[config.mk]
export PLATFORM = sky130hd
export DESIGN_NAME = line_position_corner_detector_core
export DESIGN_NICKNAME = d
export VERILOG_FILES = /design/src/sv/lpcd_pkg.sv /design/src/sv/lpcd_front.sv /design/src/sv/lpcd_queue.sv /design/src/sv/lpcd_back.sv /design/src/sv/line_position_corner_detector_core.sv
export SDC_FILE = /design/constraint.sdc
export NUM_CORES = 1
export LEC_CHECK = 0
export ABC_CLOCK_PERIOD_IN_PS = 5400
export BUFFER_PORTS_ARGS = -buffer_cell sky130_fd_sc_hd__buf_4
export CORE_AREA = 2 2 197 199
export CTS_CLUSTER_DIAMETER = 50
export DETAILED_ROUTE_END_ITERATION = 8
export DIE_AREA = 0 0 199 201
export GPL_ROUTABILITY_DRIVEN = 0
export GPL_TIMING_DRIVEN = 1
export HOLD_SLACK_MARGIN = 0.06
export SLEW_MARGIN = 15
export SYNTH_ARGS = -nofsm -noshare
export SYNTH_HDL_FRONTEND = slang
export SYNTH_HIERARCHICAL = 1
export SYNTH_SLANG_ARGS = --single-unit
[constraint.sdc]
create_clock -name clk_i -period 5.4 [get_ports clk_i]
set_clock_uncertainty 0.1 [all_clocks]
set_input_delay 1.08 -clock clk_i [delete_from_list [all_inputs] [get_ports clk_i]]
set_output_delay 1.08 -clock clk_i [all_outputs]
set_load 0.02 [all_outputs]
[src/sv/lpcd_pkg.sv]
// Shared types, constants and the sensor weight table for the line position
// and corner detector. Used by every module of the block; depends on nothing.
`timescale 1ns / 1ps

package lpcd_pkg;

  // Defaults for the top-level parameters.
  localparam int SAMPLE_BITS_DEF        = 12;
  localparam int POSITION_FRAC_BITS_DEF = 4;

  // Fixed geometry of the sensor bar.
  localparam int NUM_SENSORS = 8;
  localparam int NUM_LEFT    = 4;
  localparam int CORNER_MIN  = 3;

  // Field widths.
  localparam int THRESH_W = 12;
  localparam int COUNT_W  = 4;
  localparam int POS_W    = 10;
  localparam int TOTAL_W  = 32;
  localparam int WEIGHT_W = 7;
  localparam int SUM_W    = 8;   // sum of weights stays within -78..78
  localparam int ABS_W    = 7;   // magnitude of that sum

  localparam logic [THRESH_W-1:0] THRESH_RESET = 12'd2048;

  // Queue between classifier and divider; a power of two.
  localparam int QUEUE_DEPTH = 2;
  localparam int QPTR_W      = $clog2(QUEUE_DEPTH);

  // One classified scan as it waits in the queue.
  typedef struct packed {
    logic [NUM_SENSORS-1:0]  mask;
    logic [COUNT_W-1:0]      count;
    logic signed [SUM_W-1:0] sum;
    logic                    corner;
  } scan_t;

  // Signed weight of each sensor, leftmost first.
  function automatic logic signed [WEIGHT_W-1:0] weight(input logic [2:0] idx);
    logic signed [WEIGHT_W-1:0] w;
    case (idx)
      3'd0:    w = -7'sd30;
      3'd1:    w = -7'sd22;
      3'd2:    w = -7'sd16;
      3'd3:    w = -7'sd10;
      3'd4:    w = 7'sd10;
      3'd5:    w = 7'sd16;
      3'd6:    w = 7'sd22;
      3'd7:    w = 7'sd30;
      default: w = 7'sd0;
    endcase
    return w;
  endfunction

endpackage

[src/sv/lpcd_front.sv]
// Front end: holds the black threshold, accepts scans and classifies them
// into mask, count, weight sum and corner flag. Depends on lpcd_pkg.
`timescale 1ns / 1ps

module lpcd_front #(
  parameter int SAMPLE_BITS = lpcd_pkg::SAMPLE_BITS_DEF
) (
  input  logic                          clk_i,
  input  logic                          rst_ni,
  input  logic                          cfg_we_i,
  input  logic [lpcd_pkg::THRESH_W-1:0] cfg_wdata_i,
  input  logic                          in_valid_i,
  output logic                          in_stall_o,
  input  logic [SAMPLE_BITS-1:0]        samples_i [lpcd_pkg::NUM_SENSORS],
  input  logic                          q_full_i,
  output logic                          q_push_o,
  output lpcd_pkg::scan_t               q_entry_o
);

  localparam int CMP_W = (SAMPLE_BITS > lpcd_pkg::THRESH_W) ? SAMPLE_BITS
                                                             : lpcd_pkg::THRESH_W;

  logic [lpcd_pkg::THRESH_W-1:0] thresh_q;

  // Threshold; user must write it only while the block is idle; not enforced.
  always_ff @(posedge clk_i or negedge rst_ni) begin
    if (!rst_ni) begin
      thresh_q <= lpcd_pkg::THRESH_RESET;
    end else if (cfg_we_i) begin
      thresh_q <= cfg_wdata_i;
    end
  end

  // Classify the scan: black sensors, their count, weight sum and left count.
  always_comb begin
    logic [lpcd_pkg::NUM_SENSORS-1:0]  mask;
    logic [lpcd_pkg::COUNT_W-1:0]      count;
    logic signed [lpcd_pkg::SUM_W-1:0] sum;
    logic [2:0]                        left;
    mask  = '0;
    count = '0;
    sum   = '0;
    left  = '0;
    for (int i = 0; i < lpcd_pkg::NUM_SENSORS; i++) begin
      if (CMP_W'(samples_i[i]) > CMP_W'(thresh_q)) begin
        mask[i] = 1'b1;
        count   = count + 1'b1;
        sum     = sum + lpcd_pkg::SUM_W'(lpcd_pkg::weight(3'(i)));
        if (i < lpcd_pkg::NUM_LEFT) begin
          left = left + 1'b1;
        end
      end
    end
    q_entry_o.mask   = mask;
    q_entry_o.count  = count;
    q_entry_o.sum    = sum;
    q_entry_o.corner = (left >= 3'(lpcd_pkg::CORNER_MIN));
  end

  // A beat is taken whenever the queue has room.
  assign in_stall_o = q_full_i;
  assign q_push_o   = in_valid_i && !q_full_i;

endmodule

[src/sv/lpcd_queue.sv]
// Short queue of classified scans between the front end and the divider.
// Depends on lpcd_pkg for the entry type and depth.
`timescale 1ns / 1ps

module lpcd_queue (
  input  logic            clk_i,
  input  logic            rst_ni,
  input  logic            push_i,
  input  lpcd_pkg::scan_t entry_i,
  output logic            full_o,
  input  logic            pop_i,
  output lpcd_pkg::scan_t entry_o,
  output logic            empty_o
);

  lpcd_pkg::scan_t                 mem_q [lpcd_pkg::QUEUE_DEPTH];
  logic [lpcd_pkg::QPTR_W-1:0]     wr_ptr_q, rd_ptr_q;
  logic [lpcd_pkg::QPTR_W:0]       fill_q;

  assign full_o  = (fill_q == (lpcd_pkg::QPTR_W+1)'(lpcd_pkg::QUEUE_DEPTH));
  assign empty_o = (fill_q == '0);
  assign entry_o = mem_q[rd_ptr_q];

  // Storage, written at the tail.
  always_ff @(posedge clk_i) begin
    if (push_i) begin
      mem_q[wr_ptr_q] <= entry_i;
    end
  end

  // Pointers and fill level.
  always_ff @(posedge clk_i or negedge rst_ni) begin
    if (!rst_ni) begin
      wr_ptr_q <= '0;
      rd_ptr_q <= '0;
      fill_q   <= '0;
    end else begin
      if (push_i) begin
        wr_ptr_q <= wr_ptr_q + 1'b1;
      end
      if (pop_i) begin
        rd_ptr_q <= rd_ptr_q + 1'b1;
      end
      if (push_i && !pop_i) begin
        fill_q <= fill_q + 1'b1;
      end else if (pop_i && !push_i) begin
        fill_q <= fill_q - 1'b1;
      end
    end
  end

endmodule

[src/sv/lpcd_back.sv]
// Back end: takes scans from the queue, tracks corner edges, divides the
// scaled weight sum by the black count one bit a cycle and presents the
// result beat. Depends on lpcd_pkg.
`timescale 1ns / 1ps

module lpcd_back #(
  parameter int POSITION_FRAC_BITS = lpcd_pkg::POSITION_FRAC_BITS_DEF
) (
  input  logic                                clk_i,
  input  logic                                rst_ni,
  input  logic                                q_empty_i,
  input  lpcd_pkg::scan_t                     q_entry_i,
  output logic                                q_pop_o,
  output logic                                out_valid_o,
  input  logic                                out_stall_i,
  output logic signed [lpcd_pkg::POS_W-1:0]   position_o,
  output logic [lpcd_pkg::NUM_SENSORS-1:0]    black_mask_o,
  output logic [lpcd_pkg::COUNT_W-1:0]        black_count_o,
  output logic                                corner_now_o,
  output logic                                corner_rise_o,
  output logic [lpcd_pkg::TOTAL_W-1:0]        corner_total_o
);

  localparam int MAG_W  = lpcd_pkg::ABS_W + POSITION_FRAC_BITS;
  localparam int RES_W  = (MAG_W + 1 > lpcd_pkg::POS_W) ? MAG_W + 1 : lpcd_pkg::POS_W;
  localparam int STEP_W = $clog2(MAG_W);

  typedef enum logic [2:0] {
    ST_IDLE = 3'b001,
    ST_DIV  = 3'b010,
    ST_OUT  = 3'b100
  } state_e;

  state_e                               state_q;
  logic [STEP_W-1:0]                    step_q;
  logic [MAG_W-1:0]                     quo_q, quo_d;
  logic [lpcd_pkg::COUNT_W-1:0]         rem_q, rem_d;
  logic [lpcd_pkg::COUNT_W-1:0]         div_q;
  logic                                 neg_q;
  logic signed [lpcd_pkg::POS_W-1:0]    held_q;
  logic                                 prev_corner_q;
  logic [lpcd_pkg::TOTAL_W-1:0]         events_q;
  logic                                 rise_q;
  logic [lpcd_pkg::NUM_SENSORS-1:0]     mask_q;
  logic [lpcd_pkg::COUNT_W-1:0]         count_q;
  logic [MAG_W-1:0]                     load_mag;
  logic [lpcd_pkg::SUM_W-1:0]           abs_sum;
  logic                                 rise_now;
  logic [lpcd_pkg::POS_W-1:0]           pos_d;

  assign q_pop_o  = (state_q == ST_IDLE) && !q_empty_i;
  assign rise_now = q_entry_i.corner && !prev_corner_q;

  // Magnitude of the weight sum, scaled by the fraction bits.
  assign abs_sum  = q_entry_i.sum[lpcd_pkg::SUM_W-1] ? -q_entry_i.sum : q_entry_i.sum;
  assign load_mag = MAG_W'(abs_sum[lpcd_pkg::ABS_W-1:0]) << POSITION_FRAC_BITS;

  // One restoring divide step, and the signed quotient cut to the field.
  always_comb begin
    logic [lpcd_pkg::COUNT_W:0] trial;
    logic                       ge;
    logic [RES_W-1:0]           qext;
    trial = {rem_q, quo_q[MAG_W-1]};
    ge    = (trial >= {1'b0, div_q});
    rem_d = ge ? lpcd_pkg::COUNT_W'(trial - {1'b0, div_q})
               : lpcd_pkg::COUNT_W'(trial);
    quo_d = {quo_q[MAG_W-2:0], ge};
    qext  = RES_W'(quo_d);
    qext  = neg_q ? -qext : qext;
    pos_d = qext[lpcd_pkg::POS_W-1:0];
  end

  // Sequencer: take a scan, divide if anything is black, hold the result beat.
  always_ff @(posedge clk_i or negedge rst_ni) begin
    if (!rst_ni) begin
      state_q       <= ST_IDLE;
      held_q        <= '0;
      prev_corner_q <= 1'b0;
      events_q      <= '0;
      step_q        <= '0;
    end else begin
      case (state_q)
        ST_IDLE: begin
          if (!q_empty_i) begin
            prev_corner_q <= q_entry_i.corner;
            if (rise_now) begin
              events_q <= events_q + 1'b1;
            end
            step_q  <= STEP_W'(MAG_W - 1);
            state_q <= (q_entry_i.count == '0) ? ST_OUT : ST_DIV;
          end
        end
        ST_DIV: begin
          if (step_q == '0) begin
            held_q  <= pos_d;
            state_q <= ST_OUT;
          end else begin
            step_q <= step_q - 1'b1;
          end
        end
        ST_OUT: begin
          if (!out_stall_i) begin
            state_q <= ST_IDLE;
          end
        end
        default: begin
          state_q <= ST_IDLE;
        end
      endcase
    end
  end

  // Divider datapath and result payload.
  always_ff @(posedge clk_i) begin
    if (q_pop_o) begin
      quo_q   <= load_mag;
      rem_q   <= '0;
      div_q   <= q_entry_i.count;
      neg_q   <= q_entry_i.sum[lpcd_pkg::SUM_W-1];
      mask_q  <= q_entry_i.mask;
      count_q <= q_entry_i.count;
      rise_q  <= rise_now;
    end else if (state_q == ST_DIV) begin
      quo_q <= quo_d;
      rem_q <= rem_d;
    end
  end

  assign out_valid_o    = (state_q == ST_OUT);
  assign position_o     = held_q;
  assign black_mask_o   = mask_q;
  assign black_count_o  = count_q;
  assign corner_now_o   = prev_corner_q;
  assign corner_rise_o  = rise_q;
  assign corner_total_o = events_q;

endmodule

[src/sv/line_position_corner_detector_core.sv]
// Top level of the line position and corner detector: front classifier,
// scan queue and divider back end. Depends on lpcd_pkg, lpcd_front,
// lpcd_queue and lpcd_back.
//
//   Channel  Handshake                Payload
//   -------  -----------------------  ------------------------------------------
//   config   cfg_we_i                 cfg_wdata_i (black threshold)
//   scan in  in_valid_i / in_stall_o  sample_0_i .. sample_7_i
//   result   out_valid_o / out_stall_i position_o, black_mask_o, black_count_o,
//                                     corner_now_o, corner_rise_o, corner_total_o
//
// A scan with a black sensor runs the back end through idle, divide and output,
// the divide by the black count taking one bit a cycle; an all-white scan goes
// from idle straight to output. The front end takes a beat every cycle while the
// two-entry queue has room. Reset is asynchronous and clears the threshold to
// 2048 and the held position and corner counter to zero. A stalled result holds
// the back end; the queue keeps taking scans until it fills.
`timescale 1ns / 1ps

module line_position_corner_detector_core #(
  parameter int SAMPLE_BITS        = lpcd_pkg::SAMPLE_BITS_DEF,
  parameter int POSITION_FRAC_BITS = lpcd_pkg::POSITION_FRAC_BITS_DEF
) (
  input  logic                              clk_i,
  input  logic                              rst_ni,
  input  logic                              cfg_we_i,
  input  logic [lpcd_pkg::THRESH_W-1:0]     cfg_wdata_i,
  input  logic                              in_valid_i,
  output logic                              in_stall_o,
  input  logic [SAMPLE_BITS-1:0]            sample_0_i,
  input  logic [SAMPLE_BITS-1:0]            sample_1_i,
  input  logic [SAMPLE_BITS-1:0]            sample_2_i,
  input  logic [SAMPLE_BITS-1:0]            sample_3_i,
  input  logic [SAMPLE_BITS-1:0]            sample_4_i,
  input  logic [SAMPLE_BITS-1:0]            sample_5_i,
  input  logic [SAMPLE_BITS-1:0]            sample_6_i,
  input  logic [SAMPLE_BITS-1:0]            sample_7_i,
  output logic                              out_valid_o,
  input  logic                              out_stall_i,
  output logic signed [lpcd_pkg::POS_W-1:0] position_o,
  output logic [lpcd_pkg::NUM_SENSORS-1:0]  black_mask_o,
  output logic [lpcd_pkg::COUNT_W-1:0]      black_count_o,
  output logic                              corner_now_o,
  output logic                              corner_rise_o,
  output logic [lpcd_pkg::TOTAL_W-1:0]      corner_total_o
);

  logic [SAMPLE_BITS-1:0] samples [lpcd_pkg::NUM_SENSORS];
  logic                   q_full, q_push, q_pop, q_empty;
  lpcd_pkg::scan_t        push_entry, head_entry;

  // Gather the sample ports, leftmost first.
  assign samples[0] = sample_0_i;
  assign samples[1] = sample_1_i;
  assign samples[2] = sample_2_i;
  assign samples[3] = sample_3_i;
  assign samples[4] = sample_4_i;
  assign samples[5] = sample_5_i;
  assign samples[6] = sample_6_i;
  assign samples[7] = sample_7_i;

  lpcd_front #(
    .SAMPLE_BITS(SAMPLE_BITS)
  ) u_front (
    .clk_i      (clk_i),
    .rst_ni     (rst_ni),
    .cfg_we_i   (cfg_we_i),
    .cfg_wdata_i(cfg_wdata_i),
    .in_valid_i (in_valid_i),
    .in_stall_o (in_stall_o),
    .samples_i  (samples),
    .q_full_i   (q_full),
    .q_push_o   (q_push),
    .q_entry_o  (push_entry)
  );

  lpcd_queue u_queue (
    .clk_i  (clk_i),
    .rst_ni (rst_ni),
    .push_i (q_push),
    .entry_i(push_entry),
    .full_o (q_full),
    .pop_i  (q_pop),
    .entry_o(head_entry),
    .empty_o(q_empty)
  );

  lpcd_back #(
    .POSITION_FRAC_BITS(POSITION_FRAC_BITS)
  ) u_back (
    .clk_i         (clk_i),
    .rst_ni        (rst_ni),
    .q_empty_i     (q_empty),
    .q_entry_i     (head_entry),
    .q_pop_o       (q_pop),
    .out_valid_o   (out_valid_o),
    .out_stall_i   (out_stall_i),
    .position_o    (position_o),
    .black_mask_o  (black_mask_o),
    .black_count_o (black_count_o),
    .corner_now_o  (corner_now_o),
    .corner_rise_o (corner_rise_o),
    .corner_total_o(corner_total_o)
  );

endmodule

==> results by stage, run 1 <==
Global routing:
- For this run the aggregate overflow at the end of global routing stands at 0.
- The via count of the first global-routing pass is 7317.
- Entering global routing, the biggest net connects 67 pins.
- The total global-route track usage is between 10% and 20%.
- The wire length of the first global-routing pass is 39.6 mm.
- The initial antenna violation count is 0.

Finish:
- For this run, the share of the core covered by cells in the final layout is roughly a third.
- The count of non-filler cells in the finished layout is ~1600.
- The post-layout net count is ~1300.
- Cells with a size suffix above 1 make up between 30% and 40% of the layout.
- Relative to the synthesized area, the layout overhead comes to 30.8%.
- 0 antenna diodes ended up in the layout.
- After routing the design area is 0.0123 mm2.

STA:
- Static timing analysis puts the maximum clock frequency at around 190 MHz.
- Setup repair after global routing left no endpoint under its margin.
- The total setup violations reported at the end of the flow is 0.
- The final critical-path share of the clock period is 96.8%.
- Across all setup checks in the final design, the least slack found is around 0.17 ns.
- At the pin with the least slew margin, the transition time is ~1.1 ns.
- The worst pin sits at a relative slew slack of between 20 and 30%.
- The time the worst path needs with I/O delays and setup is between 5 and 6 ns.
- The total count of hold-check failures in the final report is 0.
- The final max-slew violation count is 0.

Synth:
- In the post-synthesis netlist, the cell with the most instances is sky130_fd_sc_hd__ha_1.
- The most used flip-flop cell after synthesis is sky130_fd_sc_hd__dfrtp_1.
- The cell type with the highest aggregate area in the netlist is sky130_fd_sc_hd__edfxtp_1.
- The post-synthesis cell count is between 800 and 900.
- In this run the biggest area consumer among cell types represents around a fifth of the synthesized area.
- The post-synthesis instance area is ~0.0094 mm2.
- The fraction of the mapped netlist area in adder cells is approximately 17%.
- The complex-gate fraction of the synthesized area is approximately an eighth.
- The dominant combinational cell family by area after synthesis is adder cells.
- The share of synthesized flip-flops with an asynchronous set or reset is just under 50%.
- In this run the mean area of a mapped cell was between 10 and 15 um2.
- In the synthesized netlist, the cells that appear most often are sky130_fd_sc_hd__ha_1 (123), sky130_fd_sc_hd__nand2_1 (82), sky130_fd_sc_hd__dfrtp_1 (64).
- Ranked by total cell area, the synthesized netlist is headed by sky130_fd_sc_hd__edfxtp_1 (20%), sky130_fd_sc_hd__dfrtp_1 (17%), sky130_fd_sc_hd__ha_1 (16%).
- Counting flops with a built-in enable in the synthesized netlist gives 63.
- The number of warning messages in the yosys log is 6.
- When the netlist entered floorplanning its net count stood at 1114.
- The simple-gate share of the synthesized area is between 10% and 20%.
- The post-synthesis sequential area ratio is between 30% and 40%.
- The share of cell area taken by muxes after synthesis is 4.84%.
- The register bit count reported by yosys is ~140.
- The number of distinct library cell variants in the gate-level netlist after synthesis is just over 90.
- The post-synthesis xor/xnor area fraction is under 10%.

Power and ir drop:
- For this design the total switching power over the nets is between 2 and 2.5 mW.
- The share of total power dissipated in combinational logic is around half.
- The clock share of power is approximately a fifth.
- The power density normalized to cell area is roughly 480 mW/mm2.
- The sum of internal, switching and leakage power is 5.87 mW.
- The internal power of the cells totals 3.58 mW.
- IR analysis of the VDD net gives a maximum drop of approximately 0.22 mV.
- For this design the static power due to leakage is 5.38 nW.
- The fraction of power spent switching nets is 39.0%.
- The relative contribution of sequential cells to total power is between 30% and 40%.

Detailed routing:
- For this run, the detailed router's first-pass iteration total came to 4.
- Once detail routing completed, the nets flagged for antenna violations numbered 0.
- After detailed routing, the total wire length is 24.4 mm.
- The starting DRC count in detailed routing is between 300 and 400.
- The total number of vias is roughly 7300.
- Using the TritonRoute via totals, the vias-per-cell ratio works out to about 4.5.
- The final routed wire length divided by cell count is 15.0 um.
- In the routed design, unresolved DRC markers number 0.

Run:
- The max capacitance violation total is 0.

Die:
- The area inside the core boundary is 0.0381 mm2.
- The die outline width is around 200 um.
- The floorplan step defined a die boundary enclosing between 0.03 and 0.04 mm2.
- The number of top-level pins is 171.
- The effective utilization at floorplan is about a quarter.
- From bottom edge to top edge, the die measures around 200 um.
- The floorplan has between 70 and 80 rows.

Critical path:
- The number of cells on the worst reg-to-reg path is 18.
- The setup slack on the worst flop-to-flop path is 0.22 ns.
- The path type of the worst setup path is input port to flop.
- Along the worst path, the maximum fanout reaches 3.
- The startpoint type of the worst setup path is an input port.
- At the worst endpoint, the required time is 5.48 ns.
- The worst setup path is captured at a flop.
- The data arrival time at the worst-slack endpoint is approximately 5.3 ns.

Clocking:
- The cell sitting at the root of the clock tree is a sky130_fd_sc_hd__clkbuf_16.
- In this run, post-CTS hold repair placed 0 buffers.
- The clock passes through at most 2 buffers.
- TritonCTS built the clock tree.
- The number of H-tree branching levels is 4.
- The number of sinks handled by clock tree synthesis is between 100 and 150.
- After clock tree synthesis, the setup repair step added 0 buffers.
- The clock network latency to the later pin of the worst-skew pair is between 0.4 and 0.5 ns.
- After clock tree synthesis, the repair step resized 0 gates.
- Clock-pin slew was measured on the worst setup and hold paths at ~0.070 ns.
- Clock tree synthesis inserted a total of 17 buffers.

Placed design:
- During placement, the flow inserted port buffers numbering 170.
- The post-place setup slack is -0.283 ns.
- After detailed placement, the design holds a cell count of roughly 1600.
- The HPWL after detailed placement is 19.4 mm.
- The placement-stage cell area is around 0.012 mm2.

Worst hold path:
- The worst hold path class is flop to flop.
- Counting instances, the worst hold path has a depth of 1.

Run status:
- The flow ran to the end, and the final reports show no timing, DRC or antenna violations.
==> worst max-delay path, stage by stage <==
cell and delay [ns]:
sky130_fd_sc_hd__buf_4 0.11, sky130_fd_sc_hd__ha_1 0.31, sky130_fd_sc_hd__nand4_1 0.17, sky130_fd_sc_hd__a211oi_1 0.41, sky130_fd_sc_hd__o31ai_4 0.17, sky130_fd_sc_hd__ha_4 0.32, sky130_fd_sc_hd__inv_6 0.03, sky130_fd_sc_hd__ha_4 0.27
sky130_fd_sc_hd__ha_4 0.19, sky130_fd_sc_hd__mux2_4 0.29, sky130_fd_sc_hd__ha_4 0.23, sky130_fd_sc_hd__mux2_4 0.29, sky130_fd_sc_hd__ha_4 0.21, sky130_fd_sc_hd__mux2_4 0.27, sky130_fd_sc_hd__ha_4 0.22, sky130_fd_sc_hd__mux2_4 0.29
sky130_fd_sc_hd__ha_4 0.21, sky130_fd_sc_hd__mux2_4 0.25
==> layer usage <==
layer  GRT usage (%)  wire (um)
met5               0          0
met4            3.60        346
met3            3.70       1620
met2            20.7      11400
met1            16.0      11100
==> stage by stage <==
stage,TNS (ns),hold slack [ns]
finish,0,0.370
global route,0,0.405
CTS,0,0.381
detailed placement,-1.63,0.370
global placement,-1.05,0.361
floorplan,-1.01,0.355
==> cells in the final DEF (no fill, tap or decap), types with 4 or more instances in the layout <==
cell type and count:
sky130_fd_sc_hd__buf_4 222, sky130_fd_sc_hd__ha_1 115, sky130_fd_sc_hd__nand2_1 82, sky130_fd_sc_hd__dfrtp_1 64, sky130_fd_sc_hd__edfxtp_1 63, sky130_fd_sc_hd__o21ai_0 49
sky130_fd_sc_hd__xnor2_1 48, sky130_fd_sc_hd__inv_1 45, sky130_fd_sc_hd__a21oi_1 39, sky130_fd_sc_hd__nand3_1 36, sky130_fd_sc_hd__xor2_1 31, sky130_fd_sc_hd__nand4_1 29
sky130_fd_sc_hd__mux2_2 25, sky130_fd_sc_hd__nor2_1 24, sky130_fd_sc_hd__clkbuf_16 17, sky130_fd_sc_hd__a21o_1 15, sky130_fd_sc_hd__nand2b_1 10, sky130_fd_sc_hd__nor2b_1 10
sky130_fd_sc_hd__o21ai_1 8, sky130_fd_sc_hd__dfxtp_1 8, sky130_fd_sc_hd__ha_4 8, sky130_fd_sc_hd__inv_6 7, sky130_fd_sc_hd__mux2i_1 7, sky130_fd_sc_hd__a211oi_1 6
sky130_fd_sc_hd__nor3_1 6, sky130_fd_sc_hd__a31oi_1 6, sky130_fd_sc_hd__o211ai_1 6, sky130_fd_sc_hd__inv_8 5, sky130_fd_sc_hd__and3_1 5, sky130_fd_sc_hd__and2_1 5
sky130_fd_sc_hd__mux2_4 5, sky130_fd_sc_hd__clkinv_8 4, sky130_fd_sc_hd__o31ai_1 4, sky130_fd_sc_hd__nor3b_1 4, sky130_fd_sc_hd__inv_2 4
==> power by group through the flow <==
| stage | sequential (mW) | clock (mW) | combinational, mW |
|---|---|---|---|
| after global placement | 1.82 | 0 | 2.87 |
| final | 1.80 | 1.16 | 2.91 |
| after global routing | 1.85 | 1.24 | 3.27 |
| after CTS | 1.81 | 1.19 | 2.96 |
| after floorplan | 1.84 | 0 | 2.01 |
| after detailed placement | 1.83 | 0 | 2.95 |
==> cells by family (layout without fill, tap and decap cells) <==
| family | count (synthesis) | in the layout |
|---|---|---|
| xor+xnor | 86 | 86 |
| mux | 39 | 39 |
| fa+ha+maj | 124 | 124 |
| other cells | 1 | 1 |
| simple gates | 243 | 243 |
| flops | 137 | 137 |
| buf+inv | 75 | 307 |
| compound gates | 172 | 172 |
==> layout make-up <==
| cell class | instances | area, um2 |
|---|---|---|
| timing repair buffer | 222 | 1670 |
| multi-input combinational | 665 | 5470 |
| inverter | 53 | 219 |
| sequential | 137 | 3710 |
| fill | 3954 | 25800 |
| tap | 518 | 648 |
| clock inverter | 15 | 170 |
| clock buffer | 17 | 425 |
==> worst paths after layout <==
kind,from,endpoint
max,sample_1_i[10],u_queue/mem_q[0][10]
min,u_back/corner_total_o[31],u_back/corner_total_o[31]
max reg2reg,u_front/thresh_q[11],u_queue/mem_q[0][10]
min reg2reg,u_back/corner_total_o[31],u_back/corner_total_o[31]
max in group asynchronous,rst_ni,u_back/corner_total_o[14]
min in group asynchronous,rst_ni,u_back/state_q[2]
==> registers in the layout, summed over array words and instances (netlist names) <==
name                   count
u_back/corner_total_o     32
u_back/corner_rise_o       1
u_back/corner_now_o        1
u_queue/fill_q             2
u_back/black_count_o       4
u_back/black_mask_o        8
u_back/neg_q               1
u_queue/mem_q             42
u_back/position_o         10
u_back/state_q             3
u_back/rem_q               4
u_queue/rd_ptr_q           1
u_back/quo_q              11
u_back/step_q              4
u_front/thresh_q          12
u_queue/wr_ptr_q           1
Note: power is estimated with default switching activity, not from simulation.
==> inputs of run 2 (changes only) <==
CORE_AREA = 2 2 193 195   (was 2 2 197 199)
DIE_AREA = 0 0 195 197   (was 0 0 199 201)
SYNTH_HIERARCHICAL = not set   (was 1)
==> run 2 against run 1 <==
Effect of this change: hold slack got worse by 0.0095 ns; critical path depth up 4; power decreased by 3.0%; count of clock-buffer cells in the layout unchanged; sequential share of layout area up 0.83 points; final cell count fell by 4.5%; flip-flop and latch count fell by 2; sequential power is essentially flat; final area is 4.3% lower; worst setup slack better by 0.036 ns.
==> results by stage, run 2 <==
Power and ir drop:
- The design draws between 5 and 6 mW.
- The power density normalized to cell area is slightly below 500 mW/mm2.
- The worst supply voltage drop on vdd is approximately 0.25 mV.
- The leakage power total is ~5.2 nW.

Synth:
- The cell type with the highest aggregate area in the netlist is sky130_fd_sc_hd__edfxtp_1.
- The share of cell area taken by muxes after synthesis is 4.80%.
- The post-synthesis instance area is ~0.0089 mm2.
- The share of synthesized flip-flops with an asynchronous set or reset is between 40% and 50%.
- The simple-gate share of the synthesized area is a little over an eighth.
- The flip-flop cell with the highest count after synthesis is sky130_fd_sc_hd__dfrtp_1.
- The mean cell area of the mapped netlist is 10.4 um2.
- Yosys attributes the largest share of cell area to sky130_fd_sc_hd__edfxtp_1 (20%), sky130_fd_sc_hd__dfrtp_1 (18%), sky130_fd_sc_hd__ha_1 (17%).
- Counting flops with a built-in enable in the synthesized netlist gives a little over 60.
- After synthesis, the largest area contributor takes up between 20% and 30% of total cell area.
- The number of warning messages in the yosys log is 0.
- Synthesis handed over a netlist of roughly 860 instances.
- The number of nets in the synthesized netlist is between 1000 and 1500.
- The number of distinct library cell variants in the gate-level netlist after synthesis is 73.
- Summing the areas of all xor and xnor instances in the mapped netlist gives 8.53% of the synthesized area.
- For this run, the register share of the synthesized area comes to between 40% and 50%.
- By count the netlist is led by sky130_fd_sc_hd__ha_1 (125), sky130_fd_sc_hd__nand2_1 (71), sky130_fd_sc_hd__dfrtp_1 (64).
- The register bit count reported by yosys is ~140.
- After synthesis, the largest family of logic cells by area is adder cells.
- The fraction of the mapped netlist area in adder cells is ~18%.
- The synthesized netlist devotes between 10% and 20% of its cell area to compound gates.
- sky130_fd_sc_hd__ha_1 is the most common cell in the netlist.

Die:
- The initial utilization of the core area, before any placement, comes to 24.7%.
- The area inside the core boundary is roughly 0.036 mm2.
- The die covers roughly 0.038 mm2.
- The die outline width is around 200 um.
- The y dimension of the die is just under 200 um.
- The floorplan has 70 rows.
- The number of top-level pins is 171.

Global routing:
- The wire length of the first global-routing pass is 37.7 mm.
- The via count of the first global-routing pass came to ~7200.
- The total global-route track usage is between 10% and 20%.
- The total congestion overflow is 0.
- The initial antenna violation count is 0.
- Entering global routing, the biggest net connects 67 pins.

Finish:
- The most common cell after layout, fill and taps aside is sky130_fd_sc_hd__buf_4.
- The top cell types in the final layout, fill and taps aside, are sky130_fd_sc_hd__buf_4 (214), sky130_fd_sc_hd__ha_1 (117), sky130_fd_sc_hd__nand2_1 (69).
- The synthesis-to-finish area growth is 31.7%.
- The final layout contains about 1300 nets.
- The register with the most flip-flops in the layout has 40 of them.
- Of the cells placed in the final design, the portion with a size suffix greater than 1 is ~28%.
- The count of inserted antenna diode cells is 0.
- The register ranked first by flip-flop count is u_queue.mem_q.

Critical path:
- STA classifies the critical path endpoint as a flop.
- The worst setup path is launched from an input port.
- The worst register-to-register path begins at u_front.thresh_q[11].
- The signal on the critical path passes through buf_4 -> ha_1 -> nand4_1 -> a211o_1 -> a31oi_4 -> inv_2 -> ha_4 -> inv_4 -> ha_4 -> ha_4 -> nand2_2 -> o31ai_4 -> ha_4 -> mux2_4 -> ha_4 -> mux2_4 -> ha_4 -> mux2_4 -> ha_4 -> nand2_2 -> xor2_1 -> xnor2_1.
- The source of the critical timing path is sample_0_i[10].
- The depth of the worst register-to-register path is 22.
- The largest delay contributor family on the critical path is adder cells.
- The endpoint of the worst register-to-register path is u_queue.mem_q[1][11].
- Counting stages on the worst path, the most repeated cell is sky130_fd_sc_hd__ha_4.
- The critical path is of the input port to flop type.
- The data required time of the worst path is around 5.5 ns.
- The worst-path maximum fanout is 4.
- In this run the number of cells on the critical path is 22.
- The capturing element of the worst setup path is u_queue.mem_q[1][11].
- Counting both buffers and inverters, the worst setup path holds a total of 3.
- The setup slack on the worst flop-to-flop path is ~0.33 ns.
- The largest stage delay on the critical path is between 0.3 and 0.4 ns.
- Data arrives at the worst endpoint at around 5.2 ns.
- Among all stages on the critical path, the largest delay is contributed by sky130_fd_sc_hd__a211o_1.

Detailed routing:
- The total number of vias is between 7000 and 8000.
- After detailed routing, the number of vias per cell comes to approximately 4.6.
- The post-route antenna net violation count is 0.
- In the routed design, unresolved DRC markers number 0.
- The number of detailed-routing iterations run before antenna repair is 5.
- The detailed-route wire length is between 20 and 25 mm.
- The starting DRC count in detailed routing is a little under 300.
- The final routed wire length divided by cell count is roughly 15 um.

Clocking:
- The clock network latency to the later pin of the worst-skew pair is ~0.42 ns.
- Counting along the longest clock path gives a buffer depth of 2.
- The number of H-tree branching levels is 4.
- TritonCTS built the clock tree.
- In this run the post-CTS setup repair buffer count came out at 0.
- For this design, the sink count on the clock tree is about 140.
- In this run the clock root is driven by a sky130_fd_sc_hd__clkbuf_16.
- The clock transition at the register clock pins on the worst setup and hold paths after CTS is 0.07 ns.
- Hold repair after CTS inserted 0 buffers.
- The TritonCTS buffer count is 17.

STA:
- The total count of hold-check failures in the final report is 0.
- The remaining max-slew budget at the tightest pin is around 29%.
- The total setup violations reported at the end of the flow is 0.
- The worst path meets setup with around 0.21 ns of slack.
- The final max-slew violation count is 0.
- The final critical-path share of the clock period is 96.1%.
- The measured slew at the worst slew-check pin is between 1 and 1.5 ns.
- Setup repair after global routing left no endpoint under its margin.
- The worst path in the final design needs a cycle of roughly 5.2 ns, including I/O delays and setup.
- The maximum operating frequency is roughly 190 MHz.

Placed design:
- The HPWL after detailed placement is between 15 and 20 mm.
- OpenSTA, run right after detailed placement, puts the worst setup slack at -0.323 ns.
- The port buffer count is 170.

Worst hold path:
- The worst hold path class is flop to flop.
- The cell count of the worst hold path is 2.

Run status:
- The flow ran to the end, and the final reports show no timing, DRC or antenna violations.

Run:
- The max capacitance violation total is 0.
run 2: cell count changes in the layout (fill, tap and decap cells not counted), moves of 4 or more:
cell | before | now
sky130_fd_sc_hd__a21oi_1 | 39 | 60
sky130_fd_sc_hd__nor2_1 | 24 | 45
sky130_fd_sc_hd__nand2_1 | 82 | 69
sky130_fd_sc_hd__o21ai_0 | 49 | 36
sky130_fd_sc_hd__buf_4 | 222 | 214
sky130_fd_sc_hd__mux2_2 | 25 | 18
sky130_fd_sc_hd__nand3_1 | 36 | 29
sky130_fd_sc_hd__mux2i_1 | 7 | 13
sky130_fd_sc_hd__and2_1 | 5 | 1
sky130_fd_sc_hd__and3_1 | 5 | 9
sky130_fd_sc_hd__nor3_1 | 6 | 10
sky130_fd_sc_hd__o211ai_1 | 6 | 10
sky130_fd_sc_hd__o21ai_1 | 8 | 4
run 2: timing repair:
item | CTS | global route
endpoints found under the setup margin | 0 | 4
resized for setup | 0 | 3
endpoints found under the hold margin | 0 | 0
run 2: logic make-up (layout without fill, tap and decap cells):
logic type | after synthesis | count (layout)
and+or+nand+nor | 240 | 240
adders and majority gates | 126 | 126
AOI/OAI and AO/OA | 167 | 167
muxes | 38 | 38
xor gates and xnor gates | 83 | 83
buffers and inverters | 69 | 296
DFF | 135 | 135
run 2: per-stage QoR:
step | hold WS (ns) | setup TNS, ns | area [um2] | std cells | util, %
detailed placement | 0.353 | -1.42 | 11200 | 1521 | 30.9
global placement | 0.342 | -0.980 | 11200 | 1521 | 30.9
global route | 0.410 | 0 | 11800 | 1553 | 32.5
finish | 0.360 | 0 | 11800 | 1553 | 32.5
CTS | 0.364 | 0 | 11800 | 1553 | 32.5
floorplan | 0.332 | -1.15 | 9090 | 858 | -
run 2: metal layers:
metal,vias up,GRT usage [%],share of wire (%)
met3,15,3.18,4.9
met4,0,3.39,1.3
met1,3394,16.2,47
met2,161,20.3,47
met5,-,0,0
li1,3573,-,-
run 2: layout make-up:
class | count | area (um2)
Tap cell | 468 | 586
Clock buffer | 17 | 425
Sequential cell | 135 | 3650
Inverter | 50 | 190
Multi-Input combinational cell | 654 | 5180
Fill cell | 3723 | 24500
Clock inverter | 15 | 153
Timing Repair Buffer | 214 | 1610
run 2: worst min-delay path by stage:
stage | startpoint | end | slack (ns)
3_3_place_gp | u_back.rem_q[3] | u_back.rem_q[3] | 0.34
6_report | u_back.rem_q[3] | u_back.rem_q[3] | 0.36
5_1_grt | u_back.rem_q[3] | u_back.rem_q[3] | 0.41
4_1_cts | u_back.rem_q[3] | u_back.rem_q[3] | 0.36
3_5_place_dp | u_back.rem_q[3] | u_back.rem_q[3] | 0.35
2_1_floorplan | u_back.rem_q[3] | u_back.rem_q[3] | 0.33
run 2: worst register-to-register path, stage by stage, from the launching register on:
cell and delay (ns):
sky130_fd_sc_hd__dfstp_2 0.51, sky130_fd_sc_hd__inv_1 0.14, sky130_fd_sc_hd__ha_1 0.34, sky130_fd_sc_hd__nand4_1 0.13, sky130_fd_sc_hd__a211o_1 0.33, sky130_fd_sc_hd__a31oi_4 0.23, sky130_fd_sc_hd__inv_2 0.08, sky130_fd_sc_hd__ha_4 0.28
sky130_fd_sc_hd__inv_4 0.04, sky130_fd_sc_hd__ha_4 0.26, sky130_fd_sc_hd__ha_4 0.27, sky130_fd_sc_hd__nand2_2 0.05, sky130_fd_sc_hd__o31ai_4 0.07, sky130_fd_sc_hd__ha_4 0.25, sky130_fd_sc_hd__mux2_4 0.27, sky130_fd_sc_hd__ha_4 0.21
sky130_fd_sc_hd__mux2_4 0.27, sky130_fd_sc_hd__ha_4 0.22, sky130_fd_sc_hd__mux2_4 0.28, sky130_fd_sc_hd__ha_4 0.16, sky130_fd_sc_hd__nand2_2 0.05, sky130_fd_sc_hd__xor2_1 0.18, sky130_fd_sc_hd__xnor2_1 0.11
run 2: where the power goes:
part | leakage (nW) | total (mW) | switching, mW | internal [mW]
Combinational | 3.45 | 2.80 | 1.54 | 1.26
Clock | 0.285 | 1.13 | 0.512 | 0.617
Sequential | 1.50 | 1.77 | 0.194 | 1.57
